`src/design/brcs_pkg.sv`:
```
package brcs_pkg;

  localparam int QUEUE_DEPTH = 8;
  localparam int PTR_W = (QUEUE_DEPTH > 1) ? $clog2(QUEUE_DEPTH) : 1;
  localparam int CNT_RAW_W = $clog2(QUEUE_DEPTH + 1);
  // count is kept at least as wide as the reported queue_count field
  localparam int CNT_W = (CNT_RAW_W > 4) ? CNT_RAW_W : 4;

  typedef logic [PTR_W-1:0] ptr_t;
  typedef logic [CNT_W-1:0] cnt_t;

  typedef enum logic [2:0] {
    FUNC_TICK    = 3'd0,
    FUNC_OPEN    = 3'd1,
    FUNC_CLOSE   = 3'd2,
    FUNC_DELAY   = 3'd3,
    FUNC_CLEAR   = 3'd4,
    FUNC_PWRFAIL = 3'd5
  } func_e;

  typedef enum logic [1:0] {
    KIND_OPEN  = 2'd1,
    KIND_CLOSE = 2'd2,
    KIND_DELAY = 2'd3
  } kind_e;

  typedef enum logic [1:0] {
    REL_INDET  = 2'd0,
    REL_OPEN   = 2'd1,
    REL_CLOSED = 2'd2
  } relay_state_e;

  typedef enum logic {
    REG_MIN_VOLTAGE = 1'b0,
    REG_PULSE_MS    = 1'b1
  } reg_idx_e;

  typedef enum logic {
    SEQ_IDLE = 1'b0,
    SEQ_EVAL = 1'b1
  } seq_state_e;

  typedef struct packed {
    kind_e       kind;
    logic [31:0] len;
  } cmd_t;

  typedef struct packed {
    logic we;
    ptr_t waddr;
    cmd_t wdata;
    logic re;
    ptr_t raddr;
  } mem_req_t;

  typedef struct packed {
    logic         open_drive;
    logic         close_drive;
    relay_state_e relay_state;
    logic [3:0]   queue_count;
    logic         command_done;
    logic         rejected;
    logic         halted;
  } rsp_t;

  function automatic ptr_t next_ptr(ptr_t p);
    return (p == ptr_t'(QUEUE_DEPTH - 1)) ? '0 : ptr_t'(p + 1'b1);
  endfunction

endpackage

```
`src/design/brcs_if.sv`:
```
interface brcs_in_if;
  logic        valid;
  logic        ready;
  logic [2:0]  func;
  logic [31:0] delay_ms;
  logic        adc_valid;
  logic [15:0] relay_voltage;

  modport source (output valid, func, delay_ms, adc_valid, relay_voltage, input ready);
  modport sink (input valid, func, delay_ms, adc_valid, relay_voltage, output ready);
endinterface

interface brcs_out_if;
  logic       valid;
  logic       ready;
  logic       open_drive;
  logic       close_drive;
  logic [1:0] relay_state;
  logic [3:0] queue_count;
  logic       command_done;
  logic       rejected;
  logic       halted;

  modport source (output valid, open_drive, close_drive, relay_state, queue_count,
                  command_done, rejected, halted, input ready);
  modport sink (input valid, open_drive, close_drive, relay_state, queue_count,
                command_done, rejected, halted, output ready);
endinterface

```
`src/design/bistable_relay_command_sequencer.sv`:
```
// Command queue for a bistable relay. Open, close and delay commands are
// queued in a small synchronous command memory (QUEUE_DEPTH entries, one
// registered read port) and the head command is worked off once per tick
// beat, one tick standing for one millisecond. Enqueue, clear and power-fail
// beats and, once halted, tick beats write the result register straight
// from the idle state; a tick beat while the block is not halted first reads
// the head entry from the command memory and then, in the evaluate state,
// evaluates it and writes the result register. Only one beat is
// in flight at a time, so a write of a new entry and the read of the head
// never land in the same cycle and no forwarding is needed. One result beat
// leaves for every input beat; a new beat is taken as soon as the result
// register is free or is being emptied in the same cycle. After a power fail
// the block drives the open coil, reports halted and ignores every beat until
// reset. The memory has no reset and no clearing pass: only counted entries
// are ever evaluated.
module bistable_relay_command_sequencer (
  input  logic        clk_i,
  input  logic        rst_ni,
  input  logic        cfg_we_i,
  input  logic        cfg_idx_i,
  input  logic [15:0] cfg_data_i,
  brcs_in_if.sink     cmd_i,
  brcs_out_if.source  rsp_o
);
  import brcs_pkg::*;

  // queue and execution state
  ptr_t         head_q, head_d;
  ptr_t         tail_q, tail_d;
  cnt_t         cnt_q, cnt_d;
  logic         exec_q, exec_d;
  logic [15:0]  pe_q, pe_d;
  logic [31:0]  since_q, since_d;
  relay_state_e known_q, known_d;
  logic         open_q, open_d;
  logic         close_q, close_d;
  logic         halt_q, halt_d;

  // configuration registers
  logic [15:0]  minv_q, minv_d;
  logic [15:0]  pulse_q, pulse_d;

  // tick inputs held across the head read
  logic         adc_q, adc_d;
  logic [15:0]  volts_q, volts_d;

  // result register
  rsp_t         out_q, out_d;
  logic         out_valid_q, out_valid_d;

  seq_state_e   state_q, state_d;
  logic         in_ready;
  logic         accept;
  logic         is_tick;
  mem_req_t     mem_req;
  cmd_t         head_cmd;
  logic [31:0]  since_inc;

  brcs_cmd_mem u_cmd_mem (
    .clk_i    (clk_i),
    .req_i    (mem_req),
    .rd_data_o(head_cmd)
  );

  assign accept  = cmd_i.valid && in_ready;
  assign is_tick = (func_e'(cmd_i.func) == FUNC_TICK);
  assign since_inc = (since_q == '1) ? since_q : since_q + 32'd1;

  // next state: a tick that does real work detours through the evaluate cycle
  always_comb begin
    state_d = state_q;
    case (state_q)
      SEQ_IDLE: begin
        if (accept && !halt_q && is_tick) begin
          state_d = SEQ_EVAL;
        end
      end
      SEQ_EVAL: state_d = SEQ_IDLE;
      default:  state_d = SEQ_IDLE;
    endcase
  end

  // handshake outputs
  always_comb begin
    in_ready = 1'b0;
    case (state_q)
      SEQ_IDLE: in_ready = !out_valid_q || rsp_o.ready;
      SEQ_EVAL: in_ready = 1'b0;
      default:  in_ready = 1'b0;
    endcase
  end

  // datapath: queue pointers, coil control, timers and the result beat
  always_comb begin
    logic done;
    logic rej;
    logic load;

    done        = 1'b0;
    rej         = 1'b0;
    load        = 1'b0;
    head_d      = head_q;
    tail_d      = tail_q;
    cnt_d       = cnt_q;
    exec_d      = exec_q;
    pe_d        = pe_q;
    since_d     = since_q;
    known_d     = known_q;
    open_d      = open_q;
    close_d     = close_q;
    halt_d      = halt_q;
    minv_d      = minv_q;
    pulse_d     = pulse_q;
    adc_d       = adc_q;
    volts_d     = volts_q;
    out_d       = out_q;
    out_valid_d = out_valid_q;
    mem_req     = '0;

    if (cfg_we_i) begin
      case (reg_idx_e'(cfg_idx_i))
        REG_MIN_VOLTAGE: minv_d = cfg_data_i;
        REG_PULSE_MS:    pulse_d = cfg_data_i;
        default:         ;
      endcase
    end

    if (out_valid_q && rsp_o.ready) begin
      out_valid_d = 1'b0;
    end

    if (state_q == SEQ_EVAL) begin
      load    = 1'b1;
      since_d = since_inc;
      if (cnt_q != '0) begin
        case (head_cmd.kind)
          KIND_DELAY: begin
            if (since_inc >= head_cmd.len) begin
              done = 1'b1;
            end
          end
          KIND_OPEN, KIND_CLOSE: begin
            if (exec_q) begin
              if (pe_q != 16'hFFFF) begin
                pe_d = pe_q + 16'd1;
              end
            end else if ((known_q == REL_OPEN && head_cmd.kind == KIND_OPEN) ||
                         (known_q == REL_CLOSED && head_cmd.kind == KIND_CLOSE)) begin
              // already in the wanted position
              done = 1'b1;
            end else if (adc_q && volts_q >= minv_q) begin
              if (head_cmd.kind == KIND_OPEN) begin
                open_d = 1'b1;
              end else begin
                close_d = 1'b1;
              end
              exec_d = 1'b1;
              pe_d   = '0;
            end
            // pulse end is checked in the same tick, so a zero length ends at once
            if (!done && exec_d && pe_d >= pulse_q) begin
              open_d  = 1'b0;
              close_d = 1'b0;
              known_d = (head_cmd.kind == KIND_OPEN) ? REL_OPEN : REL_CLOSED;
              done    = 1'b1;
            end
          end
          default: ;
        endcase
        if (done) begin
          head_d  = next_ptr(head_q);
          cnt_d   = cnt_q - 1'b1;
          exec_d  = 1'b0;
          pe_d    = '0;
          since_d = '0;
        end
      end
    end else if (accept) begin
      if (halt_q) begin
        load = 1'b1;
      end else begin
        case (func_e'(cmd_i.func))
          FUNC_TICK: begin
            mem_req.re    = 1'b1;
            mem_req.raddr = head_q;
            adc_d         = cmd_i.adc_valid;
            volts_d       = cmd_i.relay_voltage;
          end
          FUNC_OPEN, FUNC_CLOSE, FUNC_DELAY: begin
            load = 1'b1;
            if (func_e'(cmd_i.func) != FUNC_DELAY || cmd_i.delay_ms != '0) begin
              if (cnt_q >= cnt_t'(QUEUE_DEPTH)) begin
                rej = 1'b1;
              end else begin
                mem_req.we    = 1'b1;
                mem_req.waddr = tail_q;
                case (func_e'(cmd_i.func))
                  FUNC_OPEN:  mem_req.wdata = '{kind: KIND_OPEN, len: '0};
                  FUNC_CLOSE: mem_req.wdata = '{kind: KIND_CLOSE, len: '0};
                  default:    mem_req.wdata = '{kind: KIND_DELAY, len: cmd_i.delay_ms};
                endcase
                tail_d = next_ptr(tail_q);
                cnt_d  = cnt_q + 1'b1;
              end
            end
          end
          FUNC_CLEAR: begin
            load = 1'b1;
            if (exec_q) begin
              open_d  = 1'b0;
              close_d = 1'b0;
            end
            head_d = '0;
            tail_d = '0;
            cnt_d  = '0;
            exec_d = 1'b0;
            pe_d   = '0;
          end
          FUNC_PWRFAIL: begin
            load    = 1'b1;
            close_d = 1'b0;
            open_d  = 1'b1;
            halt_d  = 1'b1;
          end
          default: load = 1'b1;
        endcase
      end
    end

    if (load) begin
      out_d.open_drive   = open_d;
      out_d.close_drive  = close_d;
      out_d.relay_state  = known_d;
      out_d.queue_count  = cnt_d[3:0];
      out_d.command_done = done;
      out_d.rejected     = rej;
      out_d.halted       = halt_d;
      out_valid_d        = 1'b1;
    end
  end

  always_ff @(posedge clk_i or negedge rst_ni) begin
    if (!rst_ni) begin
      state_q     <= SEQ_IDLE;
      head_q      <= '0;
      tail_q      <= '0;
      cnt_q       <= '0;
      exec_q      <= 1'b0;
      pe_q        <= '0;
      since_q     <= '0;
      known_q     <= REL_INDET;
      open_q      <= 1'b0;
      close_q     <= 1'b0;
      halt_q      <= 1'b0;
      minv_q      <= '0;
      pulse_q     <= 16'd100;
      out_valid_q <= 1'b0;
    end else begin
      state_q     <= state_d;
      head_q      <= head_d;
      tail_q      <= tail_d;
      cnt_q       <= cnt_d;
      exec_q      <= exec_d;
      pe_q        <= pe_d;
      since_q     <= since_d;
      known_q     <= known_d;
      open_q      <= open_d;
      close_q     <= close_d;
      halt_q      <= halt_d;
      minv_q      <= minv_d;
      pulse_q     <= pulse_d;
      out_valid_q <= out_valid_d;
    end
  end

  // payload registers, no reset
  always_ff @(posedge clk_i) begin
    adc_q   <= adc_d;
    volts_q <= volts_d;
    out_q   <= out_d;
  end

  assign cmd_i.ready        = in_ready;
  assign rsp_o.valid        = out_valid_q;
  assign rsp_o.open_drive   = out_q.open_drive;
  assign rsp_o.close_drive  = out_q.close_drive;
  assign rsp_o.relay_state  = out_q.relay_state;
  assign rsp_o.queue_count  = out_q.queue_count;
  assign rsp_o.command_done = out_q.command_done;
  assign rsp_o.rejected     = out_q.rejected;
  assign rsp_o.halted       = out_q.halted;

  // both coils of the relay must never be energized together
  a_coils_exclusive: assert property (@(posedge clk_i) disable iff (!rst_ni)
    !(open_q && close_q))
    else $error("both relay coils driven");

  // the fill count never passes the queue depth
  a_count_bound: assert property (@(posedge clk_i) disable iff (!rst_ni)
    cnt_q <= cnt_t'(QUEUE_DEPTH))
    else $error("queue count beyond depth");

  // evaluation returns to idle in the following cycle and always loads a result beat
  a_eval_one_cycle: assert property (@(posedge clk_i) disable iff (!rst_ni)
    state_q == SEQ_EVAL |=> state_q == SEQ_IDLE && out_valid_q)
    else $error("tick evaluation did not complete");

  // halt holds until reset
  a_halt_sticky: assert property (@(posedge clk_i) disable iff (!rst_ni)
    halt_q |=> halt_q && open_q)
    else $error("halt released");

endmodule

```
`src/design/brcs_cmd_mem.sv`:
```
module brcs_cmd_mem (
  input  logic              clk_i,
  input  brcs_pkg::mem_req_t req_i,
  output brcs_pkg::cmd_t    rd_data_o
);
  import brcs_pkg::*;

  cmd_t mem [QUEUE_DEPTH];
  cmd_t rd_data_q;

  always_ff @(posedge clk_i) begin
    if (req_i.we) begin
      mem[req_i.waddr] <= req_i.wdata;
    end
  end

  always_ff @(posedge clk_i) begin
    if (req_i.re) begin
      rd_data_q <= mem[req_i.raddr];
    end
  end

  assign rd_data_o = rd_data_q;

endmodule
```
`src/flat_wrapper.sv`:
```
// flat-port wrapper written by rule: the top's interface ports become plain ports
module bistable_relay_command_sequencer_flat import brcs_pkg::*;
  (clk_i, rst_ni, cfg_we_i, cfg_idx_i, cfg_data_i, cmd_i_valid, cmd_i_func, cmd_i_delay_ms, cmd_i_adc_valid, cmd_i_relay_voltage, cmd_i_ready, rsp_o_valid, rsp_o_open_drive, rsp_o_close_drive, rsp_o_relay_state, rsp_o_queue_count, rsp_o_command_done, rsp_o_rejected, rsp_o_halted, rsp_o_ready);
  brcs_in_if cmd_i_i ();
  brcs_out_if rsp_o_i ();
  input  logic clk_i;
  input  logic rst_ni;
  input  logic cfg_we_i;
  input  logic cfg_idx_i;
  input  logic [15:0] cfg_data_i;
  input wire logic [$bits(cmd_i_i.valid)-1:0] cmd_i_valid;
  input wire logic [$bits(cmd_i_i.func)-1:0] cmd_i_func;
  input wire logic [$bits(cmd_i_i.delay_ms)-1:0] cmd_i_delay_ms;
  input wire logic [$bits(cmd_i_i.adc_valid)-1:0] cmd_i_adc_valid;
  input wire logic [$bits(cmd_i_i.relay_voltage)-1:0] cmd_i_relay_voltage;
  output wire logic [$bits(cmd_i_i.ready)-1:0] cmd_i_ready;
  output wire logic [$bits(rsp_o_i.valid)-1:0] rsp_o_valid;
  output wire logic [$bits(rsp_o_i.open_drive)-1:0] rsp_o_open_drive;
  output wire logic [$bits(rsp_o_i.close_drive)-1:0] rsp_o_close_drive;
  output wire logic [$bits(rsp_o_i.relay_state)-1:0] rsp_o_relay_state;
  output wire logic [$bits(rsp_o_i.queue_count)-1:0] rsp_o_queue_count;
  output wire logic [$bits(rsp_o_i.command_done)-1:0] rsp_o_command_done;
  output wire logic [$bits(rsp_o_i.rejected)-1:0] rsp_o_rejected;
  output wire logic [$bits(rsp_o_i.halted)-1:0] rsp_o_halted;
  input wire logic [$bits(rsp_o_i.ready)-1:0] rsp_o_ready;
  assign cmd_i_i.valid = cmd_i_valid;
  assign cmd_i_i.func = cmd_i_func;
  assign cmd_i_i.delay_ms = cmd_i_delay_ms;
  assign cmd_i_i.adc_valid = cmd_i_adc_valid;
  assign cmd_i_i.relay_voltage = cmd_i_relay_voltage;
  assign cmd_i_ready = cmd_i_i.ready;
  assign rsp_o_valid = rsp_o_i.valid;
  assign rsp_o_open_drive = rsp_o_i.open_drive;
  assign rsp_o_close_drive = rsp_o_i.close_drive;
  assign rsp_o_relay_state = rsp_o_i.relay_state;
  assign rsp_o_queue_count = rsp_o_i.queue_count;
  assign rsp_o_command_done = rsp_o_i.command_done;
  assign rsp_o_rejected = rsp_o_i.rejected;
  assign rsp_o_halted = rsp_o_i.halted;
  assign rsp_o_i.ready = rsp_o_ready;
  bistable_relay_command_sequencer u_core (.clk_i(clk_i), .rst_ni(rst_ni), .cfg_we_i(cfg_we_i), .cfg_idx_i(cfg_idx_i), .cfg_data_i(cfg_data_i), .cmd_i(cmd_i_i), .rsp_o(rsp_o_i));
endmodule
```
`config.mk`:
```
export PLATFORM = sky130hd
export DESIGN_NAME = bistable_relay_command_sequencer_flat
export DESIGN_NICKNAME = d
export VERILOG_FILES = /design/src/design/brcs_pkg.sv /design/src/design/brcs_if.sv /design/src/design/bistable_relay_command_sequencer.sv /design/src/design/brcs_cmd_mem.sv /design/src/flat_wrapper.sv
export SDC_FILE = /design/constraint.sdc
export NUM_CORES = 1
export LEC_CHECK = 0
export BUFFER_PORTS_ARGS = -buffer_cell sky130_fd_sc_hd__buf_4
export CORE_ASPECT_RATIO = 1.1
export CORE_MARGIN = 3
export CORE_UTILIZATION = 67
export DETAILED_ROUTE_END_ITERATION = 16
export HOLD_SLACK_MARGIN = 0.1
export PLACE_DENSITY = 0.91
export SYNTH_ARGS = -nofsm -noshare
export SYNTH_HDL_FRONTEND = slang
export SYNTH_SLANG_ARGS = --single-unit
```
`constraint.sdc`:
```
create_clock -name clk_i -period 10.85 [get_ports clk_i]
set_input_delay 1.6275 -clock clk_i [delete_from_list [all_inputs] [get_ports clk_i]]
set_output_delay 1.6275 -clock clk_i [all_outputs]
set_load 0.02 [all_outputs]
```
# Word-level counts from Yosys, hierarchy flattened
# Memory sizes are Yosys's and may differ from the RTL's. A register that Yosys moved wholly into a read port is not among the register bits.
# Cells that the tools add are included.
dict set report totals {
  regBits 126
  latchBits 0
  mem_bits_rw 272
  romBits 0
  in_bits 74
  output_inout_bits 13
  elab_cells 205
  n_memories 1
}
# memory words word_bits read_ports rd_ports_with_merged_regs write_ports line_no
set memory_table {}
lappend memory_table {u_core.u_cmd_mem.mem 8 34 1 1 1 brcs_cmd_mem.sv:8} ;# cmd_t mem [QUEUE_DEPTH];
dict set report op_classes {
  n_addsub 6
  multipliers 0
  n_div 0
  order_cmp 4
  n_eq_ne 21
  shifts 0
  muxes 112
  bitwise 6
  n_reduce_logical 32
}
# operator n
set op_table {}
lappend op_table {{$mux 16} 14}
lappend op_table {{$mux 42} 3}
lappend op_table {{$mux 38} 3}
lappend op_table {{$mux 32} 3}
lappend op_table {{$pmux 34 s2} 1}
lappend op_table {{$mux 1} 58}
lappend op_table {{$add 32x1->32 const B} 1}
lappend op_table {{$eq 32x32->1 const B} 1}
lappend op_table {{$ge 16x16->1} 2}
lappend op_table {{$ge 32x32->1} 1}
lappend op_table {{$mux 4} 8}
lappend op_table {{$reduce_bool 32->1} 1}
lappend op_table {{$mux 3} 10}
lappend op_table {{$add 16x1->16 const B} 1}
lappend op_table {{$ne 16x16->1 const B} 1}
lappend op_table {{$eq 3x3->1 const B} 4}
lappend op_table {{$mux 2} 5}
lappend op_table {{$pmux 1 s2} 5}
lappend op_table {{$reduce_and 5->1} 2}
lappend op_table {{$logic_and 1x1->1} 9}
lappend op_table {{$ne 2x2->1 const B} 4}
lappend op_table {{$pmux 4 s2} 1}
lappend op_table {{$reduce_bool 2->1} 4}
lappend op_table {{$add 3x1->3 const B} 2}
lappend op_table {{22 further kinds} 37}

# Depth between registers and ports, before layout
# Gate-level depths: netlist (run 1).
dict set report depth {
  word_depth 18
  ltp_mapped 20
  depth_no_buf 18
}

# Hierarchy
# From an unflattened synthesis (run 1), not the netlist that was laid out.
dict set report unflattened {
  hier_cells 1326
  area_unflattened_um2 19680.1
}
# module n_inst cells_per_inst area_per_inst_um2 seq_area_each_um2
set by_module_without_submodules {}
lappend by_module_without_submodules {brcs_cmd_mem 1 441 11423.5 9188.8}
lappend by_module_without_submodules {bistable_relay_command_sequencer 1 885 8256.7 3296.9}

# Worst setup path before layout (run 1)
# OpenSTA, ideal clock, no wires.
dict set report synth_path {
  kind {input-to-reg}
  startpoint {in cmd_i_func[2]}
  endpoint {mem u_core.u_cmd_mem.mem[1][0] (netlist name) (enable)}
  setup_time_ps 468
  arrival_time_ps 5286
  required_time_ps 10382
  slack_ps 5096
  path_stages 8
  path_buffers 1
  path_cell_list {buf_2 -> nor4b_1 -> nand4_1 -> nor3_1 -> or2_2 -> nor4_2 -> nand2_1 -> nor3_1}
}
dict set report synth_via {
  elab_chain_len 9
  elab_cells_between_ends 13
  cone_classes {4 x eq/ne; 7 x mux; 2 x reduce/logical}
}
# element line_no
set synth_lines {}
lappend synth_lines {{from (decl)} flat_wrapper.sv:12} ;# input wire logic [$bits(cmd_i_i.func)-1:0] cmd_i_func;
lappend synth_lines {{$ne 3x2->1} bistable_relay_command_sequencer.sv:191} ;# if (func_e'(cmd_i.func) != FUNC_DELAY || cmd_i.delay_ms != '0) begin
lappend synth_lines {{$logic_or 1x1->1} bistable_relay_command_sequencer.sv:191}
lappend synth_lines {{$mux 38} bistable_relay_command_sequencer.sv:191}
lappend synth_lines {{$mux 38 *} bistable_relay_command_sequencer.sv:182} ;# case (func_e'(cmd_i.func))
lappend synth_lines {{$mux 42 *} bistable_relay_command_sequencer.sv:179} ;# if (halt_q) begin
lappend synth_lines {{$mux 42 *} bistable_relay_command_sequencer.sv:178} ;# end else if (accept) begin
lappend synth_lines {{$mux 42 *} bistable_relay_command_sequencer.sv:132} ;# if (state_q == SEQ_EVAL) begin
lappend synth_lines {{$mux 1} brcs_cmd_mem.sv:12} ;# if (req_i.we) begin
lappend synth_lines {{$mux 1 (not written as such)} brcs_cmd_mem.sv:13} ;# mem[req_i.waddr] <= req_i.wdata;
lappend synth_lines {{to (decl)} brcs_cmd_mem.sv:8}
# Mark *: on every way between the ends. The rest lies on a longest branch, timed or not.

# Worst setup path in the final report (run 1)
dict set report layout_path {
  startpoint {reg u_core.minv_q[7]}
  endpoint {reg u_core.since_q[11]}
}
dict set report layout_via {
  elab_chain_len 16
  elab_cells_between_ends 23
  cone_classes {2 x order compare; 18 x mux; 3 x reduce/logical}
}
# element line_no
set layout_lines {}
lappend layout_lines {{from (decl)} bistable_relay_command_sequencer.sv:40} ;# logic [15:0] minv_q, minv_d;
lappend layout_lines {{from (signal assigned)} bistable_relay_command_sequencer.sv:270} ;# minv_q <= minv_d;
lappend layout_lines {{$ge 16x16->1 *} bistable_relay_command_sequencer.sv:151} ;# end else if (adc_q && volts_q >= minv_q) begin
lappend layout_lines {{$logic_and 1x1->1 *} bistable_relay_command_sequencer.sv:151}
lappend layout_lines {{$mux 16 / $mux 1 (equally long branches)} bistable_relay_command_sequencer.sv:151}
lappend layout_lines {{$mux 16 / $mux 1 (equally long branches)} bistable_relay_command_sequencer.sv:147} ;# end else if ((known_q == REL_OPEN && head_cmd.kind == KIND_OPEN) ||
lappend layout_lines {{$mux 16 / $mux 1 (equally long branches)} bistable_relay_command_sequencer.sv:143} ;# if (exec_q) begin
lappend layout_lines {{$mux 16 / $mux 1 (equally long branches)} bistable_relay_command_sequencer.sv:136} ;# case (head_cmd.kind)
lappend layout_lines {{$mux 16 / $mux 1 (equally long branches)} bistable_relay_command_sequencer.sv:135} ;# if (cnt_q != '0) begin
lappend layout_lines {{$mux 16 / $mux 1 (equally long branches)} bistable_relay_command_sequencer.sv:132}
lappend layout_lines {{$ge 16x16->1 / $logic_and 1x1->1 (equally long branches)} bistable_relay_command_sequencer.sv:161} ;# if (!done && exec_d && pe_d >= pulse_q) begin
lappend layout_lines {{$logic_and 1x1->1 *} bistable_relay_command_sequencer.sv:161}
lappend layout_lines {{$mux 1 *} bistable_relay_command_sequencer.sv:161}
lappend layout_lines {{$pmux 1 s2 *} bistable_relay_command_sequencer.sv:136}
lappend layout_lines {{$mux 1 *} bistable_relay_command_sequencer.sv:135}
lappend layout_lines {{$mux 1 *} bistable_relay_command_sequencer.sv:132}
lappend layout_lines {{$mux 32 *} bistable_relay_command_sequencer.sv:170} ;# if (done) begin
lappend layout_lines {{$mux 32 *} bistable_relay_command_sequencer.sv:135}
lappend layout_lines {{to (signal assigned)} bistable_relay_command_sequencer.sv:265} ;# since_q <= since_d;
lappend layout_lines {{to (decl)} bistable_relay_command_sequencer.sv:33} ;# logic [31:0] since_q, since_d;
# Mark *: on every way between the ends. The rest lies on a longest branch, timed or not. The select of a mux whose other input is x is not followed.
# A chain may end at the register's enable or synchronous reset.

==> results of run 1 <==
[area by class of cell]
| class | instances | area [µm²] | area share |
|---|---|---|---|
| Inverter | 95 | 356.6 | 0.01596 |
| Clock inverter | 31 | 255.2 | 0.01142 |
| Timing Repair Buffer | 105 | 788.3 | 0.03527 |
| Multi-Input combinational cell | 1160 | 6905 | 0.3090 |
| Sequential cell | 432 | 12490 | 0.5589 |
| Antenna cell | 2 | 5.005 | 0.0002240 |
| Clock buffer | 46 | 1086 | 0.04860 |
| Tap cell | 368 | 460.4 | 0.02060 |
[critical path: cells and delay by family (launching register included)]
family                     cells  cell delay (ns)
adders and majority gates      2             0.66
DFF                            1             0.33
and+or+nand+nor                6             2.56
buffers and inverters          1             0.06
AOI/OAI and AO/OA              8             1.92
[flip-flops by register name (all words and copies together), names as in the netlist, 2 cells and up]
signal and count:
u_core.tail_q 3, u_core.rsp_o.queue_count 4, u_core.pulse_q 16, u_core.cnt_q 4, u_core.head_q 3, u_core.rsp_o.relay_state 2, u_core.pe_q 16, u_core.u_cmd_mem.rd_data_o 34
u_core.volts_q 16, u_core.minv_q 16, u_core.u_cmd_mem.mem 272, u_core.since_q 32, u_core.known_q 2
[per-layer routing]
layer | global-route usage | share of wire | vias up
met5 | 0 | 0 | -
met2 | 0.5066 | 0.49 | 1002
met1 | 0.4076 | 0.36 | 7085
li1 | - | - | 6548
met3 | 0.05517 | 0.11 | 213
met4 | 0.1380 | 0.049 | 0
[stage by stage]
step | utilization | power (mW) | worst slack [ns] | cell area (µm²)
after floorplan | - | 2.020 | 5.096 | 20020
after global placement | 0.7233 | 2.103 | 5.507 | 21000
after detailed placement | 0.7233 | 2.123 | 5.297 | 21000
after CTS | 0.7695 | 3.532 | 5.246 | 22340
after global routing | 0.7697 | 3.638 | 4.805 | 22350
final | 0.7697 | 3.532 | 5.245 | 22350
[cell usage in the layout, fill, tap and decap left out, types with 7 or more instances in the layout]
cell type    n
nor4_1      11
nor2b_1     11
clkinv_1    11
a21oi_1     95
nand4_1     23
inv_1       95
nand2b_1     8
nor2_1     106
mux2i_1      8
o21a_1       8
a22o_1      28
clkinv_2    12
nand3_1    159
o21ai_0    199
nor3_1      19
mux2_2      19
dfrtp_1     94
clkbuf_16   42
and3_1       9
edfxtp_1   334
and2_1      36
buf_4      105
xnor2_1     26
ha_1        76
xor2_1       7
nand2_1    212
[path summary, 6_finish.rpt]
kind / to / startpoint / cells after the start
min in group asynchronous: u_core.since_q[7] / rst_ni / 1
setup / recovery: u_core.since_q[11] / u_core.minv_q[7] / 17
hold / removal: u_core.pulse_q[8] / u_core.pulse_q[8] / 1
max in group asynchronous: u_core.head_q[0] / rst_ni / 2
setup reg to reg: u_core.since_q[11] / u_core.minv_q[7] / 17
hold reg to reg: u_core.pulse_q[8] / u_core.pulse_q[8] / 1
[power breakdown]
| part | internal, mW | switching (mW) |
|---|---|---|
| Sequential | 1.82 | 0.0419 |
| Clock | 0.799 | 0.633 |
| Combinational | 0.0975 | 0.138 |
[Yosys cell counts (9+ instances only)]
| library cell | number |
|---|---|
| a21oi_1 | 95 |
| a22o_1 | 28 |
| and2_1 | 38 |
| and3_1 | 9 |
| buf_2 | 11 |
| clkbuf_1 | 65 |
| dfrtp_1 | 95 |
| edfxtp_1 | 334 |
| ha_1 | 76 |
| inv_1 | 95 |
| mux2_2 | 19 |
| nand2_1 | 215 |
| nand3_1 | 159 |
| nand4_1 | 23 |
| nor2_1 | 112 |
| nor2b_1 | 11 |
| nor3_1 | 21 |
| nor4_1 | 11 |
| o21ai_0 | 200 |
| xnor2_1 | 26 |
[logic make-up after synthesis]
logic type,synth area share
adders and majority gates,0.04751
AOI/OAI and AO/OA,0.1115
DFF,0.6238
and+or+nand+nor,0.1528
muxes,0.01544
xor gates and xnor gates,0.01444
buffers and inverters,0.03444
==> flow_summary.ini, run 1 <==
[global_route]
gr-total-overflow = 0
grt_max_degree = 105
grt_pass1_wl_um = 78230
grt_usage = 0.3096
antenna_found_initial = 2
first_global_vias = 14800

[floorplan]
coreArea_um2 = 29030
die_y_um = 187.3
initial_core_util = 0.6894
dieArea_um2 = 31990
rows = 65
die_w_um = 170.8
pin_count = 87

[synth]
synth_area_leaders = edfxtp_1 50%, dfrtp_1 12%, o21ai_0 5.0%
async_flop_share = 0.2269
yosys_most_used_dff = edfxtp_1
synthCells = 1771
yosys.area.top_type = edfxtp_1
synth_seq_cells = 432
syn_area_per_cell_um2 = 11.30
synth_top_area_frac = 0.5011
ys_warn_count = 0
synth_edf_count = 334
synthDistinctLibCells = 74
syn_nets = 1921
syn_area_um2 = 20020
ys_seq_area_frac = 0.6238

[final_layout]
nets = 1986
fill_cells = 1570
final_cells = 2239
layout-area-overhead-vs-synth_pct = 11.65
drive_gt1_frac = 0.1263

[routing]
firstDrtPassIters = 6
wl_per_cell_um = 22.31
drc = 0
drt_iter0_drc = 2069
drtAntennaViolNets = 0
drt_wl_total_um = 49950
num_vias = 14850
vias_per_cell = 6.632

[timing]
tightest_slew_ns = 1.214
finalHoldViolCount = 0
slew_headroom = 0.1852
finalSetupViolCount = 0
hold-worst-slack_ns = 0.5110
min_period_over_period = 0.5166
setup_tns_ns = 0
finClkSkew_ns = 0.02399
slew_violations = 0
finalCriticalPeriod_ns = 5.605
grt_setup_unrepaired = no
clock.fmax_mhz = 178.4

[setup_path]
cp-end-kind = flop
max_stage_delay_ns = 0.69
crit_required_ns = 11.33
r2r_setup_slack_ns = 5.24
crit_chain = inv_1, ha_1, and4_1, o21ai_1, or4_4, a31oi_4, nand2_1, nor3b_1, ha_1, a21o_1, a21o_1, a221oi_1, o41ai_1, a211oi_2, or2_1, and2_1, a22o_1
cp.arrival_ns = 6.08
crit_slowest_cell = or2_1
startpoint_type = flop
critPathKind = reg2reg
crit_path_max_fanout = 22

[placed_design]
place_inst = 2160
gp_congestion = 0.8808
place.port_buffers = 86
hpwl_um = 29400

[clock_tree]
cts_buffer_depth = 3
cts_hold_buf = 0
cts_buffers = 42
clk_pin_slew_ns = 0.06
cts_tree = done
post_cts_buffers = 0
cts_resized = 0
clk_latency_ns = 0.56
cts-root-buf = clkbuf_16
clock_sinks = 432
htreeDepth = 2

[power]
power_leakage_nw = 8.454
vdd_drop_max_mv = 0.1641
power_density_nw_per_um2 = 158.1

[status]
run_status = completed

[job]
maxCapViolations = 0

[worst_hold_path]
hp-class = reg2reg
(Power assumes the default switching activity.)
==> run 2, diff against run 1 <==
--- a/config.mk
+++ b/config.mk
@@ -8,10 +8,10 @@
 export BUFFER_PORTS_ARGS = -buffer_cell sky130_fd_sc_hd__buf_4
 export CORE_ASPECT_RATIO = 1.1
 export CORE_MARGIN = 3
-export CORE_UTILIZATION = 67
+export CORE_UTILIZATION = 62
 export DETAILED_ROUTE_END_ITERATION = 16
 export HOLD_SLACK_MARGIN = 0.1
-export PLACE_DENSITY = 0.91
+export PLACE_DENSITY = 0.85
 export SYNTH_ARGS = -nofsm -noshare
 export SYNTH_HDL_FRONTEND = slang
 export SYNTH_SLANG_ARGS = --single-unit
==> constraint.sdc (replaced) <==
create_clock -name clk_i -period 5.9 [get_ports clk_i]
set_input_delay 0.885 -clock clk_i [delete_from_list [all_inputs] [get_ports clk_i]]
set_output_delay 0.885 -clock clk_i [all_outputs]
set_load 0.02 [all_outputs]
==> flow_summary.ini, run 2 (synthesis results as in run 1) <==
[status]
run_status = completed

[power]
vdd_drop_max_mv = 0.2714
pwr-share-seq = 0.521
combPwrFrac = 0.066
power_leakage_nw = 8.518
swShare = 0.2255
clkPwrFrac = 0.413
p_sw_mw = 1.481
power_mw = 6.571
p_int_mw = 5.089
power_density_nw_per_um2 = 291.6

[routing]
vias_per_cell = 6.390
firstDrtPassIters = 8
drc = 0
drt_iter0_drc = 1684
highest_layer = met4
met1_length_um = 18960
met2WireLength_um = 23540
dr_wl_met3_um = 4607
num_vias = 14690
drt_wl_total_um = 48750
drtAntennaViolNets = 0
wl_per_cell_um = 21.20

[clock_tree]
post_cts_buffers = 0
cts-root-buf = clkbuf_16
cts_tree = done
cts_hold_buf = 0
clk_pin_slew_ns = 0.06
clk_latency_ns = 0.56
cts_buffers = 43
cts_buffer_depth = 3
cts_resized = 0
clock_sinks = 432
htreeDepth = 2

[timing]
slew_headroom = 0.2672
slew_violations = 0
finClkSkew_ns = 0.01904
setup_tns_ns = 0
min_period_over_period = 0.8986
clock.fmax_mhz = 188.6
hold-worst-slack_ns = 0.4034
finalHoldViolCount = 0
tightest_slew_ns = 1.092
grt_setup_unrepaired = no
finalCriticalPeriod_ns = 5.302
finalSetupViolCount = 0

[placed_design]
place.port_buffers = 86
gp_congestion = 0.9042
placed_cell_area_um2 = 21140
hpwl_um = 30110

[floorplan]
dieArea_um2 = 34480
initial_core_util = 0.6341
die_y_um = 194.4
coreArea_um2 = 31570
pin_count = 87
rows = 68
die_w_um = 177.3

[setup_path]
crit_required_ns = 6.38
critPathKind = reg2reg
startpoint_type = flop
crit_path_max_fanout = 22
cp-end-kind = flop
cp.arrival_ns = 5.79

[global_route]
antenna_found_initial = 0
grt_usage = 0.2816
gr-total-overflow = 0
grt_pass1_wl_um = 76520
grt_max_degree = 76
first_global_vias = 14260

[final_layout]
largest_reg_flops = 272
antenna_cells = 0
nets = 1996
layout-area-overhead-vs-synth_pct = 12.58
fin_util = 0.7139
top_register = u_core.u_cmd_mem.mem
drive_gt1_frac = 0.1304
final_cell_mix = 334 x edfxtp_1, 212 x nand2_1, 199 x o21ai_0
finalInstanceArea_um2 = 22530
final_common_cell = edfxtp_1

[worst_hold_path]
hp-class = in2async

[job]
maxCapViolations = 0
-- run 2: cell count changes in the layout (fill, tap and decap cells not counted), sizes merged --
cell / previous run / this run
clkinv: 24 / 14
clkbuf: 46 / 57
diode: 2 / 0
buf: 105 / 114
-- run 2: path summary, 6_finish.rpt --
kind,startpoint,endpoint,slack [ns],depth (start not counted)
hold / removal,rst_ni,u_core.since_q[7],0.40,1
setup / recovery,u_core.volts_q[7],u_core.since_q[29],0.60,17
min in group clk_i,u_core.pulse_q[15],u_core.pulse_q[15],0.51,1
hold reg to reg,u_core.pulse_q[15],u_core.pulse_q[15],0.51,1
max in group asynchronous,rst_ni,u_core.pulse_q[2],4.41,2
setup reg to reg,u_core.volts_q[7],u_core.since_q[29],0.60,17
-- run 2: metrics by stage --
step / std cells / setup slack [ns]
6_report: 2299 / 0.5981
5_1_grt: 2299 / 0.2111
4_1_cts: 2299 / 0.6350
3_5_place_dp: 2221 / 0.6799
3_3_place_gp: 2221 / 0.8869
2_1_floorplan: 1771 / 0.8888
-- run 2: routing by layer --
layer | vias to the layer above | GRT usage
met1 | 7090 | 0.3860
li1 | 6557 | -
met2 | 907 | 0.4605
met3 | 136 | 0.04299
met4 | 0 | 0.1042
met5 | - | 0
-- run 2: power groups by stage --
stage	clock, mW	sequential, mW	combinational [mW]
floorplan	0	3.48	0.235
global route	2.85	3.43	0.479
CTS	2.73	3.42	0.429
global placement	0	3.48	0.398
finish	2.71	3.43	0.431
detailed placement	0	3.48	0.418
-- run 2: critical path, cell delays in order, from the launching register on --
cell	delay (ns)
edfxtp_1	0.37
ha_1	0.36
and4_1	0.26
o21ai_1	0.10
or4_4	0.46
a31oi_4	0.26
nand2_1	0.36
nor3b_1	0.29
ha_1	0.33
a21o_1	0.18
a21o_1	0.16
a221oi_1	0.44
o41ai_1	0.16
a211oi_2	0.42
or2_1	0.17
buf_4	0.25
and2_1	0.45
a22o_1	0.22
-- run 2: layout make-up --
cell class              count  area, µm²
clock inverters            21      206.4
repair buffers            114      855.8
multi-input cells        1160       6909
inverters                  95      356.6
fillers                  1983       9032
flip-flops and latches    432      12490
well taps                 420      525.5
clock buffers              57       1190
